[config.mk]
export PLATFORM = sky130hd
export DESIGN_NAME = joystick_axis_conditioner_unit
export DESIGN_NICKNAME = d
export VERILOG_FILES = /design/src/hdl/jac_pkg.sv /design/src/hdl/joystick_axis_conditioner_unit.sv /design/src/hdl/jac_div.sv /design/src/hdl/jac_dp.sv /design/src/hdl/jac_ctrl.sv
export SDC_FILE = /design/constraint.sdc
export NUM_CORES = 1
export LEC_CHECK = 0
export ABC_AREA = 1
export BUFFER_PORTS_ARGS = -buffer_cell sky130_fd_sc_hd__buf_2
export CAP_MARGIN = 5
export CELL_PAD_IN_SITES_DETAIL_PLACEMENT = 0
export CELL_PAD_IN_SITES_GLOBAL_PLACEMENT = 1
export CORE_ASPECT_RATIO = 0.75
export CORE_MARGIN = 2
export CORE_UTILIZATION = 49
export CTS_CLUSTER_DIAMETER = 100
export DETAILED_ROUTE_END_ITERATION = 10
export MAX_ROUTING_LAYER = met4
export PLACE_DENSITY = 0.79
export RECOVER_POWER = 25
export SETUP_SLACK_MARGIN = 0.05
export SYNTH_ARGS = -nofsm -noshare
export SYNTH_HDL_FRONTEND = slang
export SYNTH_HIERARCHICAL = 1
export SYNTH_SLANG_ARGS = --single-unit
[constraint.sdc]
create_clock -name clk -period 12.7 [get_ports clk]
set_input_delay 2.54 -clock clk [delete_from_list [all_inputs] [get_ports clk]]
set_output_delay 2.54 -clock clk [all_outputs]
set_load 0.005 [all_outputs]
[src/hdl/jac_pkg.sv]
// shared constants and types of the joystick axis conditioner
`timescale 1ns / 1ps

package jac_pkg;

    localparam int SAMPLES_PER_AVERAGE = 25;
    localparam int SAMPLE_BITS         = 10;

    localparam int CNT_W       = $clog2(SAMPLES_PER_AVERAGE + 1);
    localparam int SUM_W       = SAMPLE_BITS + CNT_W;
    localparam int RECIP_SHIFT = SUM_W + CNT_W;
    localparam int RECIP_W     = RECIP_SHIFT + 1;
    localparam logic [RECIP_W-1:0] AVG_RECIP =
        RECIP_W'((2 ** RECIP_SHIFT + SAMPLES_PER_AVERAGE - 1) / SAMPLES_PER_AVERAGE);

    localparam int DATA_W = 15;
    localparam int MODE_W = 2;
    localparam int IDX_W  = 3;
    localparam int KIND_W = 2;

    localparam logic [IDX_W-1:0] CFG_MODE       = 3'd0;
    localparam logic [IDX_W-1:0] CFG_X_ZERO     = 3'd1;
    localparam logic [IDX_W-1:0] CFG_X_MIN_SPAN = 3'd2;
    localparam logic [IDX_W-1:0] CFG_X_MAX_SPAN = 3'd3;
    localparam logic [IDX_W-1:0] CFG_Y_ZERO     = 3'd4;
    localparam logic [IDX_W-1:0] CFG_Y_MIN_SPAN = 3'd5;
    localparam logic [IDX_W-1:0] CFG_Y_MAX_SPAN = 3'd6;

    localparam logic [MODE_W-1:0] MODE_NONE = 2'd0;
    localparam logic [MODE_W-1:0] MODE_JOY  = 2'd1;

    localparam logic [KIND_W-1:0] KIND_X = 2'd1;
    localparam logic [KIND_W-1:0] KIND_Y = 2'd2;

    localparam logic [DATA_W-1:0] ZERO_RESET     = 15'd192;
    localparam logic [DATA_W-1:0] MIN_SPAN_RESET = 15'd71;
    localparam logic [DATA_W-1:0] MAX_SPAN_RESET = 15'd61;

    localparam int LIN_NUMERATOR = 122880;
    localparam int LIN_W         = 17;
    localparam int OFS_W         = LIN_W + 1;
    localparam int MIN_AVERAGE   = 10;
    localparam int FULL_SCALE    = 255;
    localparam int LEVEL_LIMIT   = 127;
    localparam int SNAP_ON       = 96;
    localparam int SNAP_OFF      = 32;

    localparam int LEVEL_W = 8;
    localparam int MAG_W   = LEVEL_W - 1;

    localparam int DIV_N     = DATA_W + 8;
    localparam int DIV_CNT_W = $clog2(DIV_N + 1);

    localparam int USER_W  = KIND_W;
    localparam int IN_W    = 16;
    localparam int OUT_W   = 24;
    localparam int OUT_PAD = OUT_W - (2 * LEVEL_W + 7);

    typedef struct packed {
        logic load;
        logic step;
        logic div_start;
        logic div_sel;
        logic offset;
        logic level;
        logic emit;
    } jac_cmd_t;

    typedef struct packed {
        logic full;
        logic avg_ok;
        logic div_done;
        logic direct;
        logic out_free;
    } jac_stat_t;

endpackage

[src/hdl/joystick_axis_conditioner_unit.sv]
// top level of the joystick axis conditioner
`timescale 1ns / 1ps

// Each input transaction is one tick carrying the key level and optionally one X or
// Y converter sample; each produces exactly one output transaction with both current
// axis levels, the updated flags and the one-shot direction and press events. A plain
// tick goes through the step state to the output state, which loads the output
// register; the input reopens in the cycle after that load. The tick that completes an
// average of SAMPLES_PER_AVERAGE samples goes on through two passes of the shared
// 23-step divider (linearisation, then span scaling) before the output state. The
// second pass is skipped when the offset-corrected value or the span is zero, and both
// passes are skipped when the average is 10 or less. A stalled output holds the block
// in the output state. The output register lets the next tick be accepted while a
// result waits to be taken. The user must write settings through cfg_we/cfg_index/cfg_data
// only while no transaction is in flight; the block does not enforce this.
module joystick_axis_conditioner_unit (
    input  logic                          clk,
    input  logic                          rst_n,
    input  logic                          cfg_we,
    input  logic [jac_pkg::IDX_W-1:0]     cfg_index,
    input  logic [jac_pkg::DATA_W-1:0]    cfg_data,
    input  logic                          s_tvalid,
    output logic                          s_tready,
    // kind
    input  logic [jac_pkg::USER_W-1:0]    s_tuser,
    // sample_value [9:0], key_released [10], zero fill
    input  logic [jac_pkg::IN_W-1:0]      s_tdata,
    output logic                          m_tvalid,
    input  logic                          m_tready,
    // x_position [7:0], y_position [15:8], x_updated, y_updated, left_event,
    // right_event, up_event, down_event, press_event [22:16], zero fill
    output logic [jac_pkg::OUT_W-1:0]     m_tdata
);

    jac_pkg::jac_cmd_t  cmd;
    jac_pkg::jac_stat_t stat;

    jac_ctrl u_ctrl (
        .clk      (clk),
        .rst_n    (rst_n),
        .s_tvalid (s_tvalid),
        .s_tready (s_tready),
        .stat     (stat),
        .cmd      (cmd)
    );

    jac_dp u_dp (
        .clk       (clk),
        .rst_n     (rst_n),
        .cfg_we    (cfg_we),
        .cfg_index (cfg_index),
        .cfg_data  (cfg_data),
        .s_tuser   (s_tuser),
        .s_tdata   (s_tdata),
        .m_tready  (m_tready),
        .m_tvalid  (m_tvalid),
        .m_tdata   (m_tdata),
        .cmd       (cmd),
        .stat      (stat)
    );

endmodule

[src/hdl/jac_div.sv]
// restoring divider, one quotient bit per cycle
`timescale 1ns / 1ps

module jac_div (
    input  logic                         clk,
    input  logic                         rst_n,
    input  logic                         start,
    input  logic [jac_pkg::DIV_N-1:0]    dividend,
    input  logic [jac_pkg::DATA_W-1:0]   divisor,
    output logic                         done,
    output logic [jac_pkg::DIV_N-1:0]    quotient
);

    logic                              busy_reg, busy_next;
    logic                              done_reg, done_next;
    logic [jac_pkg::DIV_CNT_W-1:0]     cnt_reg, cnt_next;
    logic [jac_pkg::DATA_W-1:0]        rem_reg, rem_next;
    logic [jac_pkg::DATA_W-1:0]        dsr_reg, dsr_next;
    logic [jac_pkg::DIV_N-1:0]         quo_reg, quo_next;
    logic [jac_pkg::DATA_W:0]          trial;
    logic [jac_pkg::DATA_W:0]          diff;

    always_comb
    begin
        trial     = {rem_reg, quo_reg[jac_pkg::DIV_N-1]};
        diff      = trial - {1'b0, dsr_reg};
        busy_next = busy_reg;
        done_next = 1'b0;
        cnt_next  = cnt_reg;
        rem_next  = rem_reg;
        dsr_next  = dsr_reg;
        quo_next  = quo_reg;
        if (start)
        begin
            busy_next = 1'b1;
            cnt_next  = jac_pkg::DIV_CNT_W'(jac_pkg::DIV_N);
            rem_next  = '0;
            dsr_next  = divisor;
            quo_next  = dividend;
        end
        else if (busy_reg)
        begin
            if (trial >= {1'b0, dsr_reg})
            begin
                rem_next = diff[jac_pkg::DATA_W-1:0];
                quo_next = {quo_reg[jac_pkg::DIV_N-2:0], 1'b1};
            end
            else
            begin
                rem_next = trial[jac_pkg::DATA_W-1:0];
                quo_next = {quo_reg[jac_pkg::DIV_N-2:0], 1'b0};
            end
            cnt_next = cnt_reg - jac_pkg::DIV_CNT_W'(1);
            if (cnt_reg == jac_pkg::DIV_CNT_W'(1))
            begin
                busy_next = 1'b0;
                done_next = 1'b1;
            end
        end
    end

    always_ff @(posedge clk or negedge rst_n)
    begin
        if (!rst_n)
        begin
            busy_reg <= 1'b0;
            done_reg <= 1'b0;
            cnt_reg  <= '0;
        end
        else
        begin
            busy_reg <= busy_next;
            done_reg <= done_next;
            cnt_reg  <= cnt_next;
        end
    end

    always_ff @(posedge clk)
    begin
        rem_reg <= rem_next;
        dsr_reg <= dsr_next;
        quo_reg <= quo_next;
    end

    assign done     = done_reg;
    assign quotient = quo_reg;

endmodule

[src/hdl/jac_dp.sv]
// datapath: settings, accumulators, scaling, snap logic and output register
`timescale 1ns / 1ps

module jac_dp (
    input  logic                          clk,
    input  logic                          rst_n,
    input  logic                          cfg_we,
    input  logic [jac_pkg::IDX_W-1:0]     cfg_index,
    input  logic [jac_pkg::DATA_W-1:0]    cfg_data,
    input  logic [jac_pkg::USER_W-1:0]    s_tuser,
    input  logic [jac_pkg::IN_W-1:0]      s_tdata,
    input  logic                          m_tready,
    output logic                          m_tvalid,
    output logic [jac_pkg::OUT_W-1:0]     m_tdata,
    input  jac_pkg::jac_cmd_t             cmd,
    output jac_pkg::jac_stat_t            stat
);

    // settings
    logic [jac_pkg::MODE_W-1:0]  mode_reg;
    logic [jac_pkg::DATA_W-1:0]  x_zero_reg, x_min_reg, x_max_reg;
    logic [jac_pkg::DATA_W-1:0]  y_zero_reg, y_min_reg, y_max_reg;

    // latched transaction
    logic [jac_pkg::KIND_W-1:0]      kind_reg;
    logic [jac_pkg::SAMPLE_BITS-1:0] sample_reg;
    logic                            key_rel_reg;

    // axis state
    logic [jac_pkg::SUM_W-1:0]   x_sum_reg, x_sum_next, y_sum_reg, y_sum_next;
    logic [jac_pkg::CNT_W-1:0]   x_cnt_reg, x_cnt_next, y_cnt_reg, y_cnt_next;
    logic [jac_pkg::LEVEL_W-1:0] x_lvl_reg, x_lvl_next, y_lvl_reg, y_lvl_next;
    logic x_snap_reg, x_snap_next, y_snap_reg, y_snap_next;
    logic key_snap_reg, key_snap_next;

    // work registers
    logic [jac_pkg::SAMPLE_BITS-1:0] avg_reg, avg_next;
    logic                            neg_reg, neg_next;
    logic                            ofs_zero_reg, ofs_zero_next;
    logic [jac_pkg::DATA_W-1:0]      mag_reg, mag_next;

    // result flags
    logic x_upd_reg, x_upd_next, y_upd_reg, y_upd_next;
    logic left_reg, left_next, right_reg, right_next;
    logic up_reg, up_next, down_reg, down_next;
    logic press_reg, press_next;

    logic                         out_valid_reg, out_valid_next;
    logic [jac_pkg::OUT_W-1:0]    out_data_reg, out_data_next;

    // combinational helpers
    logic                                 is_y;
    logic                                 sample_ok;
    logic [jac_pkg::SUM_W-1:0]            sel_sum, sum_add;
    logic [jac_pkg::CNT_W-1:0]            sel_cnt;
    logic [jac_pkg::SUM_W+jac_pkg::RECIP_W-1:0] avg_prod;
    logic [jac_pkg::DATA_W-1:0]           sel_zero, span;
    logic [jac_pkg::OFS_W-1:0]            ofs, ofs_abs;
    logic [jac_pkg::DIV_N-1:0]            div_dividend, div_q;
    logic [jac_pkg::DATA_W-1:0]           div_divisor;
    logic                                 div_done;
    logic [jac_pkg::MAG_W-1:0]            lvl_mag;
    logic [jac_pkg::LEVEL_W-1:0]          lvl;
    logic                                 snap_cur, ev_pos, ev_neg, snap_new;

    always_ff @(posedge clk or negedge rst_n)
    begin
        if (!rst_n)
        begin
            mode_reg   <= jac_pkg::MODE_NONE;
            x_zero_reg <= jac_pkg::ZERO_RESET;
            x_min_reg  <= jac_pkg::MIN_SPAN_RESET;
            x_max_reg  <= jac_pkg::MAX_SPAN_RESET;
            y_zero_reg <= jac_pkg::ZERO_RESET;
            y_min_reg  <= jac_pkg::MIN_SPAN_RESET;
            y_max_reg  <= jac_pkg::MAX_SPAN_RESET;
        end
        else if (cfg_we)
        begin
            case (cfg_index)
                jac_pkg::CFG_MODE:       mode_reg   <= cfg_data[jac_pkg::MODE_W-1:0];
                jac_pkg::CFG_X_ZERO:     x_zero_reg <= cfg_data;
                jac_pkg::CFG_X_MIN_SPAN: x_min_reg  <= cfg_data;
                jac_pkg::CFG_X_MAX_SPAN: x_max_reg  <= cfg_data;
                jac_pkg::CFG_Y_ZERO:     y_zero_reg <= cfg_data;
                jac_pkg::CFG_Y_MIN_SPAN: y_min_reg  <= cfg_data;
                jac_pkg::CFG_Y_MAX_SPAN: y_max_reg  <= cfg_data;
                default:                 mode_reg   <= mode_reg;
            endcase
        end
    end

    always_ff @(posedge clk)
    begin
        if (cmd.load)
        begin
            kind_reg    <= s_tuser;
            sample_reg  <= s_tdata[jac_pkg::SAMPLE_BITS-1:0];
            key_rel_reg <= s_tdata[jac_pkg::SAMPLE_BITS];
        end
    end

    assign is_y      = (kind_reg == jac_pkg::KIND_Y);
    assign sample_ok = (mode_reg == jac_pkg::MODE_JOY) &&
                       (kind_reg == jac_pkg::KIND_X || kind_reg == jac_pkg::KIND_Y);
    assign sel_sum   = is_y ? y_sum_reg : x_sum_reg;
    assign sel_cnt   = is_y ? y_cnt_reg : x_cnt_reg;
    assign sum_add   = sel_sum + jac_pkg::SUM_W'(sample_reg);
    assign avg_prod  = (jac_pkg::SUM_W + jac_pkg::RECIP_W)'(sum_add) *
                       (jac_pkg::SUM_W + jac_pkg::RECIP_W)'(jac_pkg::AVG_RECIP);
    assign sel_zero  = is_y ? y_zero_reg : x_zero_reg;
    assign span      = neg_reg ? (is_y ? y_min_reg : x_min_reg)
                               : (is_y ? y_max_reg : x_max_reg);
    assign snap_cur  = is_y ? y_snap_reg : x_snap_reg;

    // offset correction from the linearised value
    assign ofs     = jac_pkg::OFS_W'(div_q[jac_pkg::LIN_W-1:0]) - jac_pkg::OFS_W'(sel_zero);
    assign ofs_abs = ofs[jac_pkg::OFS_W-1] ? (~ofs + jac_pkg::OFS_W'(1)) : ofs;

    assign div_dividend = cmd.div_sel
        ? jac_pkg::DIV_N'(mag_reg) * jac_pkg::DIV_N'(jac_pkg::FULL_SCALE)
        : jac_pkg::DIV_N'(jac_pkg::LIN_NUMERATOR);
    assign div_divisor  = cmd.div_sel ? span : jac_pkg::DATA_W'(avg_reg);

    jac_div u_div (
        .clk      (clk),
        .rst_n    (rst_n),
        .start    (cmd.div_start),
        .dividend (div_dividend),
        .divisor  (div_divisor),
        .done     (div_done),
        .quotient (div_q)
    );

    // clamp, sign and snap hysteresis
    always_comb
    begin
        if (ofs_zero_reg)
            lvl_mag = '0;
        else if (span == '0)
            lvl_mag = jac_pkg::MAG_W'(jac_pkg::LEVEL_LIMIT);
        else if (div_q >= jac_pkg::DIV_N'(jac_pkg::LEVEL_LIMIT))
            lvl_mag = jac_pkg::MAG_W'(jac_pkg::LEVEL_LIMIT);
        else
            lvl_mag = div_q[jac_pkg::MAG_W-1:0];
        lvl      = neg_reg ? (~{1'b0, lvl_mag} + jac_pkg::LEVEL_W'(1)) : {1'b0, lvl_mag};
        ev_pos   = !neg_reg && (lvl_mag > jac_pkg::MAG_W'(jac_pkg::SNAP_ON)) && !snap_cur;
        ev_neg   = neg_reg && (lvl_mag > jac_pkg::MAG_W'(jac_pkg::SNAP_ON)) && !snap_cur;
        snap_new = (snap_cur || ev_pos || ev_neg) &&
                   !(lvl_mag < jac_pkg::MAG_W'(jac_pkg::SNAP_OFF));
    end

    always_comb
    begin
        x_sum_next     = x_sum_reg;
        y_sum_next     = y_sum_reg;
        x_cnt_next     = x_cnt_reg;
        y_cnt_next     = y_cnt_reg;
        x_lvl_next     = x_lvl_reg;
        y_lvl_next     = y_lvl_reg;
        x_snap_next    = x_snap_reg;
        y_snap_next    = y_snap_reg;
        key_snap_next  = key_snap_reg;
        avg_next       = avg_reg;
        neg_next       = neg_reg;
        ofs_zero_next  = ofs_zero_reg;
        mag_next       = mag_reg;
        x_upd_next     = x_upd_reg;
        y_upd_next     = y_upd_reg;
        left_next      = left_reg;
        right_next     = right_reg;
        up_next        = up_reg;
        down_next      = down_reg;
        press_next     = press_reg;
        out_valid_next = out_valid_reg && !m_tready;
        out_data_next  = out_data_reg;

        if (cmd.load)
        begin
            x_upd_next = 1'b0;
            y_upd_next = 1'b0;
            left_next  = 1'b0;
            right_next = 1'b0;
            up_next    = 1'b0;
            down_next  = 1'b0;
            press_next = 1'b0;
        end

        if (cmd.step)
        begin
            // key edge detection
            if (mode_reg != jac_pkg::MODE_NONE)
            begin
                if (!key_rel_reg)
                begin
                    if (!key_snap_reg)
                        press_next = 1'b1;
                    key_snap_next = 1'b1;
                end
                else
                    key_snap_next = 1'b0;
            end
            if (sample_ok)
            begin
                if (stat.full)
                begin
                    avg_next = avg_prod[jac_pkg::RECIP_SHIFT +: jac_pkg::SAMPLE_BITS];
                    if (is_y)
                    begin
                        y_sum_next = '0;
                        y_cnt_next = '0;
                    end
                    else
                    begin
                        x_sum_next = '0;
                        x_cnt_next = '0;
                    end
                end
                else if (is_y)
                begin
                    y_sum_next = sum_add;
                    y_cnt_next = y_cnt_reg + jac_pkg::CNT_W'(1);
                end
                else
                begin
                    x_sum_next = sum_add;
                    x_cnt_next = x_cnt_reg + jac_pkg::CNT_W'(1);
                end
            end
        end

        if (cmd.offset)
        begin
            neg_next      = ofs[jac_pkg::OFS_W-1];
            ofs_zero_next = (ofs == '0);
            mag_next      = ofs_abs[jac_pkg::DATA_W-1:0];
        end

        if (cmd.level)
        begin
            if (is_y)
            begin
                y_lvl_next  = lvl;
                y_snap_next = snap_new;
                y_upd_next  = 1'b1;
                up_next     = ev_neg;
                down_next   = ev_pos;
            end
            else
            begin
                x_lvl_next  = lvl;
                x_snap_next = snap_new;
                x_upd_next  = 1'b1;
                left_next   = ev_neg;
                right_next  = ev_pos;
            end
        end

        if (cmd.emit)
        begin
            out_valid_next = 1'b1;
            out_data_next  = {jac_pkg::OUT_PAD'(0), press_reg, down_reg, up_reg, right_reg,
                              left_reg, y_upd_reg, x_upd_reg, y_lvl_reg, x_lvl_reg};
        end
    end

    always_ff @(posedge clk or negedge rst_n)
    begin
        if (!rst_n)
        begin
            x_sum_reg     <= '0;
            y_sum_reg     <= '0;
            x_cnt_reg     <= '0;
            y_cnt_reg     <= '0;
            x_lvl_reg     <= '0;
            y_lvl_reg     <= '0;
            x_snap_reg    <= 1'b0;
            y_snap_reg    <= 1'b0;
            key_snap_reg  <= 1'b0;
            out_valid_reg <= 1'b0;
        end
        else
        begin
            x_sum_reg     <= x_sum_next;
            y_sum_reg     <= y_sum_next;
            x_cnt_reg     <= x_cnt_next;
            y_cnt_reg     <= y_cnt_next;
            x_lvl_reg     <= x_lvl_next;
            y_lvl_reg     <= y_lvl_next;
            x_snap_reg    <= x_snap_next;
            y_snap_reg    <= y_snap_next;
            key_snap_reg  <= key_snap_next;
            out_valid_reg <= out_valid_next;
        end
    end

    always_ff @(posedge clk)
    begin
        avg_reg      <= avg_next;
        neg_reg      <= neg_next;
        ofs_zero_reg <= ofs_zero_next;
        mag_reg      <= mag_next;
        x_upd_reg    <= x_upd_next;
        y_upd_reg    <= y_upd_next;
        left_reg     <= left_next;
        right_reg    <= right_next;
        up_reg       <= up_next;
        down_reg     <= down_next;
        press_reg    <= press_next;
        out_data_reg <= out_data_next;
    end

    assign stat.full     = sample_ok &&
                           (sel_cnt == jac_pkg::CNT_W'(jac_pkg::SAMPLES_PER_AVERAGE - 1));
    assign stat.avg_ok   = (avg_reg > jac_pkg::SAMPLE_BITS'(jac_pkg::MIN_AVERAGE));
    assign stat.div_done = div_done;
    assign stat.direct   = ofs_zero_reg || (span == '0);
    assign stat.out_free = !out_valid_reg || m_tready;

    assign m_tvalid = out_valid_reg;
    assign m_tdata  = out_data_reg;

endmodule

[src/hdl/jac_ctrl.sv]
// controller state machine sequencing one transaction through the datapath
`timescale 1ns / 1ps

module jac_ctrl (
    input  logic                clk,
    input  logic                rst_n,
    input  logic                s_tvalid,
    output logic                s_tready,
    input  jac_pkg::jac_stat_t  stat,
    output jac_pkg::jac_cmd_t   cmd
);

    localparam logic [3:0] S_IDLE   = 4'd0;
    localparam logic [3:0] S_STEP   = 4'd1;
    localparam logic [3:0] S_CHECK  = 4'd2;
    localparam logic [3:0] S_DIV1   = 4'd3;
    localparam logic [3:0] S_OFFSET = 4'd4;
    localparam logic [3:0] S_SCALE  = 4'd5;
    localparam logic [3:0] S_DIV2   = 4'd6;
    localparam logic [3:0] S_LEVEL  = 4'd7;
    localparam logic [3:0] S_OUT    = 4'd8;

    logic [3:0] state_reg, state_next;

    always_comb
    begin
        state_next = state_reg;
        cmd        = '0;
        case (state_reg)
            S_IDLE:
            begin
                if (s_tvalid)
                begin
                    cmd.load   = 1'b1;
                    state_next = S_STEP;
                end
            end
            S_STEP:
            begin
                cmd.step   = 1'b1;
                state_next = stat.full ? S_CHECK : S_OUT;
            end
            S_CHECK:
            begin
                if (stat.avg_ok)
                begin
                    cmd.div_start = 1'b1;
                    state_next    = S_DIV1;
                end
                else
                    state_next = S_OUT;
            end
            S_DIV1:
            begin
                if (stat.div_done)
                    state_next = S_OFFSET;
            end
            S_OFFSET:
            begin
                cmd.offset = 1'b1;
                state_next = S_SCALE;
            end
            S_SCALE:
            begin
                cmd.div_sel = 1'b1;
                if (stat.direct)
                    state_next = S_LEVEL;
                else
                begin
                    cmd.div_start = 1'b1;
                    state_next    = S_DIV2;
                end
            end
            S_DIV2:
            begin
                cmd.div_sel = 1'b1;
                if (stat.div_done)
                    state_next = S_LEVEL;
            end
            S_LEVEL:
            begin
                cmd.level  = 1'b1;
                state_next = S_OUT;
            end
            S_OUT:
            begin
                if (stat.out_free)
                begin
                    cmd.emit   = 1'b1;
                    state_next = S_IDLE;
                end
            end
            default:
                state_next = S_IDLE;
        endcase
    end

    always_ff @(posedge clk or negedge rst_n)
    begin
        if (!rst_n)
            state_reg <= S_IDLE;
        else
            state_reg <= state_next;
    end

    assign s_tready = (state_reg == S_IDLE);

endmodule

==> metrics.cfg <==
[outcome]
status=complete, but fails checks
violations=capacitance limit, slew limit

[synthesis]
ys_ff_latch=286
yosys-top-cells-area=dfrtp_1 16%, edfxtp_1 14%, fa_1 13%
synth.largest_area_cell=dfrtp_1
seq_area_frac_synth_pct=35.4
synth_top_area_share_pct=16.5
synth_nets=2908
avgSynthCellArea_um2=8.42
yosysWarnings=6
ys_async_sr_fraction_pct=57.0
synth_cell_types=61
syn_area_um2=21400
netlist_instances=2546
synth_edf_count=101
ys.flop_type=dfrtp_1

[timing]
worst_hold_slack_ps=440
setup_viol_count_final=0
tns_ps=0
fin_skew_ps=11.2
rsz0062_at_grt=false
timing.final.max_slew_violations=50
max_slew_margin_pct=-79.9
fin_crit_sh_pct=65.9
hold_violations=0
min_period_ps=8360
worstMarginPinSlew_ps=2700
timing.fmax_mhz=120

[drt]
drtAntennaViolNets=0
wl_per_cell_um=15.9
vias=16400
drt_first_pass_iters=5
via_per_inst=5.15
finalWirelength_um=50700
route.detailed.drc=0
drt_iter0_markers=1364

[global_route]
grt_pass1_wl_um=82200
grt_usage_pct=23.6
grt_overflow_total=0
grt_pass1_vias=15100
grt_max_degree=70
antenna_found_initial=0

[finish]
nets=2949
drive_gt1_share_pct=7.08
n_antenna_cell=0
fin_cells=3190
syn2layout_area_growth_pct=8.39
utilization_pct=53.7

[critical_path]
critPathSlowestCell=xor2_1
cp.arrival_ps=8680
crit_fanout=69
critical_path_class=register to register
cpLargestDelayFamily=adder cells
max_stage_delay_ps=730
crit_buf_inv=6
crit_path_frequent_cell=nand2_1
endpoint_kind=register
crit_path_start_kind=register
worstPathRequired_ps=13020

[clock_tree]
htreeDepth=1
ctsResizeCount=0
clock_path_buffers=3
cts_num_sinks=286
numCtsBuffers=31
cts_hold_buffers=0
cts_tree=yes
cts_setup_buffers=0
clock-root-buffer=clkbuf_16
clock_latency_ps=580
clk_pin_slew_ps=60

[die]
coreArea_um2=43300
die-area_um2=45400
die-height_um=185
initial_utilization_pct=49.5
ios=67
fp-row-count=66
die_w_um=245

[placed_design]
gp_congestion=0.926
port_buffers=60
dp_hpwl_um=39500
dp.cells=3132

[min_path]
hold_path.class=register to register

[job]
drv_cap=1

==> cell type report <==
type | instances | area [um2]
tap | 578 | 723
sequential | 286 | 7580
fill | 4092 | 20000
clock buffer | 46 | 895
timing repair buffer | 70 | 365
clock inverter | 12 | 146
multi-input combinational | 1785 | 12000
inverter | 413 | 1550
==> layer usage <==
metal  wire [um]  part of all wire, %  GRT usage (%)  vias to the layer above
met3        3290                  6.5           3.62                       56
met5           0                    0              -                        -
met4         858                  1.7           4.41                        0
li1            -                    -              -                     8225
met2       19400                   38           30.0                      390
met1       27200                   54           38.6                     7753
==> synthesized netlist by cell type (15+ instances only) <==
master and instances:
a21oi_1 81, clkbuf_1 41, dfrtp_1 141, dfstp_2 22
dfxtp_1 22, edfxtp_1 101, fa_1 134, ha_1 187
inv_1 403, mux2i_1 15, nand2_1 709, nand3_1 135
nand4_1 25, nor2_1 109, o21ai_0 204, xnor2_1 20
xor2_1 41
==> final timing paths <==
path                                       to              from  cells after the start  slack (ps)
max                           u_dp/avg_reg[8]  u_dp/kind_reg[1]                     34        4340
min                          u_dp/m_tdata[19]    u_dp/right_reg                      0         440
max reg2reg                   u_dp/avg_reg[8]  u_dp/kind_reg[1]                     34        4340
min reg2reg                  u_dp/m_tdata[19]    u_dp/right_reg                      0         440
max in group asynchronous  u_dp/y_zero_reg[8]             rst_n                      3        7250
min in group asynchronous   u_dp/y_cnt_reg[4]             rst_n                      1        2810
==> kinds of logic (layout without fill, tap and decap cells) <==
family,count (synthesis),after routing,synth area share [%]
fa+ha+maj,321,321,23.4
compound gates,344,344,8.70
xor+xnor,61,61,2.49
buf+inv,475,541,8.82
flops,286,286,35.4
other cells,1,1,0.0175
simple gates,1043,1043,20.5
mux,15,15,0.701
==> cells in the final DEF (no fill, tap or decap), types with 5 or more instances in the layout <==
cell and n:
buf_4 8, buf_2 58, nand3_1 135, dfstp_2 22
dfxtp_1 22, nor3_1 9, fa_1 134, clkbuf_16 33
nor2_1 111, inv_1 404, a21oi_1 81, nand4_1 25
nand3_2 7, nand2_1 709, xnor2_1 20, a21o_1 6
nor4_1 5, o21ai_1 13, xor2_1 41, o21bai_1 7
mux2i_1 15, o21ai_0 204, o21ai_2 6, ha_1 187
dfrtp_1 141, nor2_2 7, clkbuf_1 15, inv_2 6
edfxtp_1 101, nand2_2 7, nand3b_1 7
==> stage by stage <==
stage	worst slack [ps]	area [um2]
5_1_grt	3660	23200
3_3_place_gp	4350	22200
4_1_cts	4310	23300
6_report	4340	23200
3_5_place_dp	4380	22200
2_1_floorplan	5380	21400
Power is not shown: default switching activity piles up to over one toggle a cycle in this logic, so the estimate is an artifact.
